**src/hw/rtl/rspe_pkg.sv**
```systemverilog
// Shared constants, types and GF(256) arithmetic for the Reed-Solomon parity encoder.
// No dependencies; used by rspe_gen and reed_solomon_parity_encoder.
package rspe_pkg;

	// Field polynomial x^8+x^4+x^3+x^2+1 and the top bit of a field element
	localparam logic [8:0] FIELD_POLY = 9'h11D;
	localparam logic [7:0] TOP_BIT    = 8'h80;

	// Register and parameter defaults
	localparam int unsigned ECC_W           = 6;
	localparam int unsigned MAX_ECC_LEN_DEF = 32;
	localparam logic [ECC_W-1:0] ECC_LEN_RESET = 6'd10;

	typedef logic [7:0] gf_elem_t;

	// Multiply by alpha (x) modulo the field polynomial
	function automatic gf_elem_t gf_xtime(input gf_elem_t a);
		gf_elem_t sh;
		sh = {a[6:0], 1'b0};
		if ((a & TOP_BIT) != 8'h00) begin
			sh = sh ^ FIELD_POLY[7:0];
		end
		return sh;
	endfunction

	// General GF(256) multiply, shift-and-add over the eight bits of b
	function automatic gf_elem_t gf_mul(input gf_elem_t a, input gf_elem_t b);
		gf_elem_t acc;
		gf_elem_t x;
		acc = '0;
		x   = a;
		for (int k = 0; k < 8; k++) begin
			if (b[k]) begin
				acc = acc ^ x;
			end
			x = gf_xtime(x);
		end
		return acc;
	endfunction

endpackage

```
**src/hw/rtl/rspe_gen.sv**
```systemverilog
// Generator polynomial builder: product of (x - alpha^i), i = 0..n-1, one root per cycle.
// Depends on rspe_pkg.
module rspe_gen #(
	parameter int unsigned MAX_ECC_LEN = rspe_pkg::MAX_ECC_LEN_DEF,
	parameter int unsigned NW          = $clog2(MAX_ECC_LEN + 1)
) (
	input  logic                                 clk,
	input  logic                                 arst_n,
	input  logic                                 start,
	input  logic [NW-1:0]                        len,
	output logic                                 busy,
	output rspe_pkg::gf_elem_t [MAX_ECC_LEN-1:0] coef
);
	import rspe_pkg::*;

	typedef enum logic [1:0] {
		G_INIT,
		G_RUN,
		G_DONE
	} gen_state_t;

	gen_state_t                 state_q;
	logic [NW-1:0]              cnt_q;
	gf_elem_t                   root_q;
	gf_elem_t [MAX_ECC_LEN-1:0] coef_q;
	gf_elem_t [MAX_ECC_LEN-1:0] coef_up;

	// Next-higher coefficient for each lane, zero above the top
	always_comb begin
		coef_up[MAX_ECC_LEN-1] = '0;
		for (int k = 0; k < MAX_ECC_LEN - 1; k++) begin
			coef_up[k] = coef_q[k+1];
		end
	end

	// Sequencer: init to monic x^0 term at lane n-1, then multiply by (x - root) n times
	always_ff @(posedge clk or negedge arst_n) begin
		if (!arst_n) begin
			state_q <= G_INIT;
			cnt_q   <= '0;
			root_q  <= 8'h01;
			coef_q  <= '0;
		end else if (start) begin
			state_q <= G_INIT;
			cnt_q   <= '0;
		end else begin
			case (state_q)
				G_INIT: begin
					for (int k = 0; k < MAX_ECC_LEN; k++) begin
						coef_q[k] <= (k == int'(len) - 1) ? 8'h01 : 8'h00;
					end
					root_q  <= 8'h01;
					cnt_q   <= '0;
					state_q <= (len == '0) ? G_DONE : G_RUN;
				end
				G_RUN: begin
					for (int k = 0; k < MAX_ECC_LEN; k++) begin
						coef_q[k] <= gf_mul(coef_q[k], root_q) ^ coef_up[k];
					end
					root_q <= gf_xtime(root_q);
					cnt_q  <= cnt_q + 1'b1;
					if (cnt_q == len - 1'b1) begin
						state_q <= G_DONE;
					end
				end
				G_DONE: begin
					state_q <= G_DONE;
				end
				default: begin
					state_q <= G_INIT;
				end
			endcase
		end
	end

	assign busy = (state_q != G_DONE);
	assign coef = coef_q;

endmodule

```
**config.mk**
```make
export PLATFORM = sky130hd
export DESIGN_NAME = rspe_gen
export DESIGN_NICKNAME = d
export VERILOG_FILES = /design/src/hw/rtl/rspe_pkg.sv /design/src/hw/rtl/rspe_gen.sv
export SDC_FILE = /design/constraint.sdc
export NUM_CORES = 2
export LEC_CHECK = 0
export BUFFER_PORTS_ARGS = -buffer_cell sky130_fd_sc_hd__buf_2
export CORE_MARGIN = 2
export CORE_UTILIZATION = 40
export DETAILED_ROUTE_END_ITERATION = 8
export GPL_TIMING_DRIVEN = 0
export PLACE_DENSITY = 0.52
export REMOVE_ABC_BUFFERS = 1
export SLEW_MARGIN = 5
export SYNTH_ARGS = -nofsm -noshare
export SYNTH_HDL_FRONTEND = slang
export SYNTH_SLANG_ARGS = --single-unit
```
**constraint.sdc**
```tcl
create_clock -name clk -period 2.67 [get_ports clk]
set_clock_uncertainty 0.05 [all_clocks]
set_input_delay 0.4005 -clock clk [delete_from_list [all_inputs] [get_ports clk]]
set_output_delay 0.4005 -clock clk [all_outputs]
set_load 0.02 [all_outputs]
```
======== Word-level counts from Yosys, hierarchy flattened ========
Index checks and enable logic that the tools add are counted.
Widths: inputs -> output; s select.
storage, ports and cells
  register bits ........................... 272
  word-level logic and storage cells ...... 2040
  input bits .............................. 9
  output and inout port bits .............. 257
cells by class
  bitwise operators ....................... 481
  reductions and logical operators ........ 6
  muxes and demuxes ....................... 1479
  $add $sub $neg .......................... 3
  equal/unequal tests ..................... 36
operator list
  operator             count
  $mux 8               1214
  $xor 8x8->8          255
  $mux 5               225
  $not 4->4            225
  $pmux 256 s2         1
  $eq 6x7->1 const A   16
  $eq 5x7->1 const A   8
  $logic_not 32->1     1
  $mux 1               32
  $eq 4x7->1 const A   4
  $pmux 8 s2           1
  $eq 3x7->1 const A   2
  $pmux 6 s2           1
  $eq 2x7->1 const A   1
  $sub 6x1->7 const B  1
  $add 6x1->6 const B  1
  $eq 6x6->1           1
  $logic_not 6->1      1
  $mux 2               3
  $mux 6               1
  $pmux 2 s3           1
  $sub 6x1->6 const B  1
  $ne 3x3->1 const B   1
  $reduce_bool 3->1    1
  other kinds (7)      7

======== Logic depth before layout (Yosys ltp) ========
  word-level depth ........................ 34
  mapped depth ............................ 11
  depth with buffers taken out ............ 9

======== Worst setup path before layout ========
No wires, ideal clock.
  path kind ............................... register to register
  from .................................... register coef_q, in the netlist coef[210]
  to ...................................... register coef_q, in the netlist coef[212]
  cell stages (with the launch flop) ...... 9
  clock period less this slack ............ 2298 ps
  path slack .............................. 372 ps
  library setup time ...................... 133 ps
  arrival ................................. 2115 ps
  path buffers ............................ 1
  required time ........................... 2487 ps
  cells stage by stage .................... dfrtp_1 > buf_2 > xor2_1 > xor2_1 > nand2_1 > xnor3_1 > xnor2_1 > xnor2_1 > o21ai_0
on the way
  cells in the longest elaborated chain, start to end .. 34
  elaborated cells on any way between the ends .. 47
  classes of those cells .................. mux: 37; bitwise: 10
ends and longest elaborated chain
  element                           line            source
  start: declaration                rspe_gen.sv:25  gf_elem_t [MAX_ECC_LEN-1:0] coef_q;
  start signal: indexed assignment  rspe_gen.sv:50  coef_q[k] <= (k == int'(len) - 1) ? 8'h01 : 8'h00;
  start signal: indexed assignment  rspe_gen.sv:58  coef_q[k] <= gf_mul(coef_q[k], root_q) ^ coef_up[k];
  $not 4->4 (no source line)        -
  $mux 5 (*)                        rspe_pkg.sv:20  if ((a & TOP_BIT) != 8'h00) begin
  $mux 8 (*)                        rspe_gen.sv:47  case (state_q)
  $mux 8 (*)                        rspe_gen.sv:43  end else if (start) begin
  $not 4->4 (no source line)        -
  $mux 5 (*)                        rspe_pkg.sv:20
  $mux 8 (*)                        rspe_gen.sv:47
  $mux 8 (*)                        rspe_gen.sv:43
  [... 18 more ...]                 -
  $mux 8                            rspe_gen.sv:47
  $mux 8                            rspe_gen.sv:43
  $xor 8x8->8                       rspe_pkg.sv:34  acc = acc ^ x;
  $mux 8 (*)                        rspe_pkg.sv:33  if (b[k]) begin
  $mux 8 (*)                        rspe_gen.sv:47
  $mux 8 (*)                        rspe_gen.sv:43
  $xor 8x8->8 (*)                   rspe_gen.sv:58
  $pmux 256 s2 (*)                  rspe_gen.sv:47
Every way passes the cells marked *; elsewhere a longest branch is shown, timed or not. The select of a mux whose other input is x is not followed.
A chain may end at the register's enable or synchronous reset.

======== Worst setup path in the final report ========
  from .................................... register root_q[4]
  to ...................................... register coef_q, in the netlist coef[210]
on the way
  cells in the longest elaborated chain, start to end .. 17
ends and longest elaborated chain
  element                   line            source
  start: declaration        rspe_gen.sv:24  gf_elem_t root_q;
  start signal: assignment  rspe_gen.sv:60  root_q <= gf_xtime(root_q);
  $mux 8 (*)                rspe_pkg.sv:33
  $mux 8 (*)                rspe_gen.sv:47
  $mux 8 (*)                rspe_gen.sv:43
  $xor 8x8->8               rspe_pkg.sv:34
  $mux 8 (*)                rspe_pkg.sv:33
  $mux 8 (*)                rspe_gen.sv:47
  $mux 8 (*)                rspe_gen.sv:43
  $xor 8x8->8               rspe_pkg.sv:34
  $mux 8 (*)                rspe_pkg.sv:33
  $mux 8 (*)                rspe_gen.sv:47
  $mux 8 (*)                rspe_gen.sv:43
  $xor 8x8->8               rspe_pkg.sv:34
  $mux 8 (*)                rspe_pkg.sv:33
  $mux 8 (*)                rspe_gen.sv:47
  $mux 8 (*)                rspe_gen.sv:43
  $xor 8x8->8 (*)           rspe_gen.sv:58
  $pmux 256 s2 (*)          rspe_gen.sv:47
Marks and branches as above.

==> results.txt <==
The run finished with clean final reports. Yosys mapped a number of flops with a built-in enable equal to 0. The wire-length estimate of the detail-placed layout is roughly 110,000 um.

The via count of the routed design came out at 42,500. The area overhead of the layout relative to synthesis is 10.7%. The die span in x is between 300 and 400 um. In this run the tightest slew margin relative to its limit is 0.391.

For this run, the detailed router's first-pass iteration total came to 6. In this run the worst path has a maximum fanout of 48. The synthesized area per cell came out at 7.31 um^2.

The flip-flop and latch count after synthesis is between 200 and 300. The fraction of layout cells with a size suffix above 1 is 0.102. nand2_1 is the most common cell in the netlist.

The worst hold slack after final layout came out at approximately 60 ps. The chip height came out at approximately 350 um. The total count of hold-check failures in the final report came to 0. The number of diodes came out at 0. The unique cell type count in the Yosys netlist is between 60 and 70. The critical path launch point type is a flip-flop. The wire length of the first global-routing pass came out at 268,000 um. Counting stages on the worst path, the most repeated cell is xnor2_1. The DRC violations left is 0. The cell count after placement came out at just under 8,000.

The period utilization came out at 0.975. On the critical path, the stage with the largest delay is an instance of dfrtp_4. At the end of the flow, the number of nets in the layout was about 6,400. The most common flop cell mapped by yosys is dfrtp_1.

The number of antenna violations at the first check in global routing is 9. Data on the critical path is required at its endpoint by 3110 ps. Clock tree synthesis found a total of approximately 270 sinks. Counting instances in the post-synthesis netlist gives the leading cell types as 1,898 x nand2_1, 1,844 x xnor2_1, 850 x xor2_1, 324 x o21ai_0, 293 x buf_2. The congestion estimate from routability-driven global placement came to a little over 0.8. The delay contributed by the slowest stage of the critical path came out at between 500 and 600 ps. The final design utilization came out at 0.448. The number of levels in the clock H-tree came out at 2. The min-delay analysis places its worst path in the category primary input to flip-flop. The I/O pin count is between 200 and 300. The setup path with the least slack is of type flip-flop to flip-flop. The number of pins exceeding their max-slew limit in the final report is 0. The routed length per placed instance is ~23 um. VDD sags by at most 0.000469 V. The highest achievable clock rate came out at about 380 MHz. Setup repair after global routing could not meet its margin everywhere. The critical path goes through buf_16 -> buf_16 -> nand2b_2 -> buf_12 -> nor2_1 -> a21oi_1 -> xnor2_1 -> xnor2_1 -> xnor2_1 -> o21ai_0. The latest clock arrival within the worst-skew pair came out at ~640 ps. The synthesized design spends more area on one cell type than any other, namely xnor2_1. The core area came out at around 120,000 um^2. Ranked by total cell area, the synthesized netlist is headed by xnor2_1 34%, xor2_1 16%, nand2_1 15%, dfrtp_1 14%, o21ai_0 3.4%. Dividing the detail-routed via count by the number of cells gives 5.29.

The initial cell density of the core came out at 0.404. The count of non-filler cells in the finished layout is 8,033. The standby leakage power came out at between 0.015 and 0.02 uW. Power spread over the standard cell area amounts to 404 nW/um^2. The cell count after synthesis came out at 6,552. TritonCTS built the clock tree. Setup violations remaining at the end of the flow were counted as 0.

The final critical-path required period is between 2000 and 3000 ps. After global routing the overflow that remains totals 0. Buffers placed on the I/O ports in this run total 265. The number of DRC markers after the initial detailed-route iteration is 3,457.

The cell sitting at the root of the clock tree is a clkbuf_16. The tool flagged a number of max-cap violations equal to 0. Data arrives at the worst endpoint at 3040 ps. The clock passes through at most 3 buffers. The proportion of synthesized flip-flops having asynchronous set or reset came out at 1.00.

Across every metal layer, demand over resource in global routing totals 0.283. The sequential element share of the synthesized area came out at 0.142. The total wire length came out at ~180,000 um. The number of global-route vias before repair is 40,800.

The post-synthesis cell area is 47,900 um^2. For this run, the number of Yosys warnings is 0. The share of the synthesized area in the top cell type came out at 0.337. The detail route stage leaves a number of antenna-violating nets equal to 0.

Entering global routing, the biggest net connects 87 pins. The number of buffers inserted during clock tree synthesis came out at 42. The kind of end point of the critical path is a flip-flop.

The clock-pin slew reported for the worst setup and hold paths after clock tree synthesis is 60 ps. The floorplan step defined a die boundary enclosing between 100,000 and 150,000 um^2. The worst register-to-register path begins at root_q[4]$_DFFE_PN0P_. The floorplan has 126 rows. The most critical setup path has its startpoint at root_q[4]$_DFFE_PN0P_. For the pin with the worst max-slew slack, the measured transition is a little over 900 ps. The startpoint identified for the worst hold timing path is start.

The final setup TNS is 0 ps.
==> power by group <==
part	switching, uW	internal (uW)
logic	6420	3380
registers	721	4330
clock network	2620	3950
total	9760	11700
==> stage by stage <==
step | instance area (um^2) | setup WS (ps) | power [uW]
floorplan | 45100 | -6420 | 9440
global placement | 48400 | -20940 | 11400
detailed placement | 50100 | -1290 | 13300
CTS | 52500 | 0.388 | 20900
global route | 53000 | -38.3 | 22100
finish | 53000 | 65.8 | 21400
==> flip-flops by register name, indices dropped and copies added, names as in the netlist <==
name     count
coef       256
cnt_q        6
state_q      2
root_q       8
==> per-layer routing <==
layer	global-route usage	routed length [um]	up-vias	share of wire
met1	0.374	79300	20800	0.43
met3	0.0430	12300	318	0.067
met4	0.0967	6810	12	0.037
met5	0	69	-	0.00038
met2	0.469	84100	1410	0.46
li1	-	-	20000	-
==> cell families (layout without fill, tap and decap cells) <==
logic type	count (synthesis)	count (layout)	share of synthesized area
AND/OR/NAND/NOR	2151	2154	0.176
multiplexers	109	109	0.0239
adder cells (fa/ha/maj)	10	10	0.00261
buffers and inverters	619	497	0.0595
AO/OA/AOI/OAI	650	650	0.0825
XOR/XNOR	2741	2741	0.513
flip-flops	272	272	0.142
==> layout by cell type (no fill, tap or decap), types with 10 or more instances in the layout <==
cell type / n
nand3_1: 10
mux2i_1: 68
nor2_1: 94
clkinv_2: 11
nand2_1: 1894
o221ai_1: 10
o21ai_1: 11
xor2_2: 31
nor2b_1: 16
o22ai_1: 22
a22o_1: 14
mux2_2: 41
dfrtp_2: 55
buf_12: 24
buf_2: 264
nor3_1: 21
dfrtp_1: 209
xnor2_2: 11
o21ai_0: 323
buf_4: 31
buf_16: 45
clkbuf_16: 53
xnor3_1: 14
a222oi_1: 24
a21oi_1: 81
nand2b_1: 59
xor2_1: 836
xnor2_1: 1836
inv_1: 22
a22oi_1: 109
==> worst paths after layout <==
| kind | end | slack [ps] | cells after the start |
|---|---|---|---|
| setup / recovery | coef[210]$_DFFE_PN0P_ | 70 | 10 |
| hold / removal | state_q[1]$_DFFE_PN0P_ | 60 | 2 |
| setup reg to reg | coef[210]$_DFFE_PN0P_ | 70 | 10 |
| hold reg to reg | cnt_q[5]$_DFFE_PN0P_ | 460 | 1 |
| max in group asynchronous | coef[126]$_DFFE_PN0P_ | 460 | 5 |
| min in group asynchronous | coef[3]$_DFFE_PN0P_ | 270 | 2 |
==> worst max-delay path, delay by kind of cell (launching register included) <==
family | cells | cell delay (ps)
flip-flops | 1 | 530
AND/OR/NAND/NOR | 2 | 310
AO/OA/AOI/OAI | 2 | 190
XOR/XNOR | 3 | 580
buffers and inverters | 3 | 740
==> area by class of cell <==
type / count / area (um^2)
Fill cell: 11900 / 65400
Timing Repair Buffer: 392 / 3900
Timing Repair inverter: 1 / 8.76
Tap cell: 1600 / 2000
Multi-Input combinational cell: 5664 / 38500
Inverter: 28 / 150
Clock buffer: 54 / 1170
Sequential cell: 272 / 6910
Clock inverter: 22 / 342
==> repair_timing <==
item | in CTS | in global routing
setup endpoints to repair | 255 | 129
setup buffers | 42 | 7
gates cloned | 10 | 11
gates resized for setup | 36 | 71
hold endpoints to repair | 65 | 0
hold buffers | 1 | 0
pin swaps | 6 | 1
No activity file was read; power rests on OpenSTA's default activity.
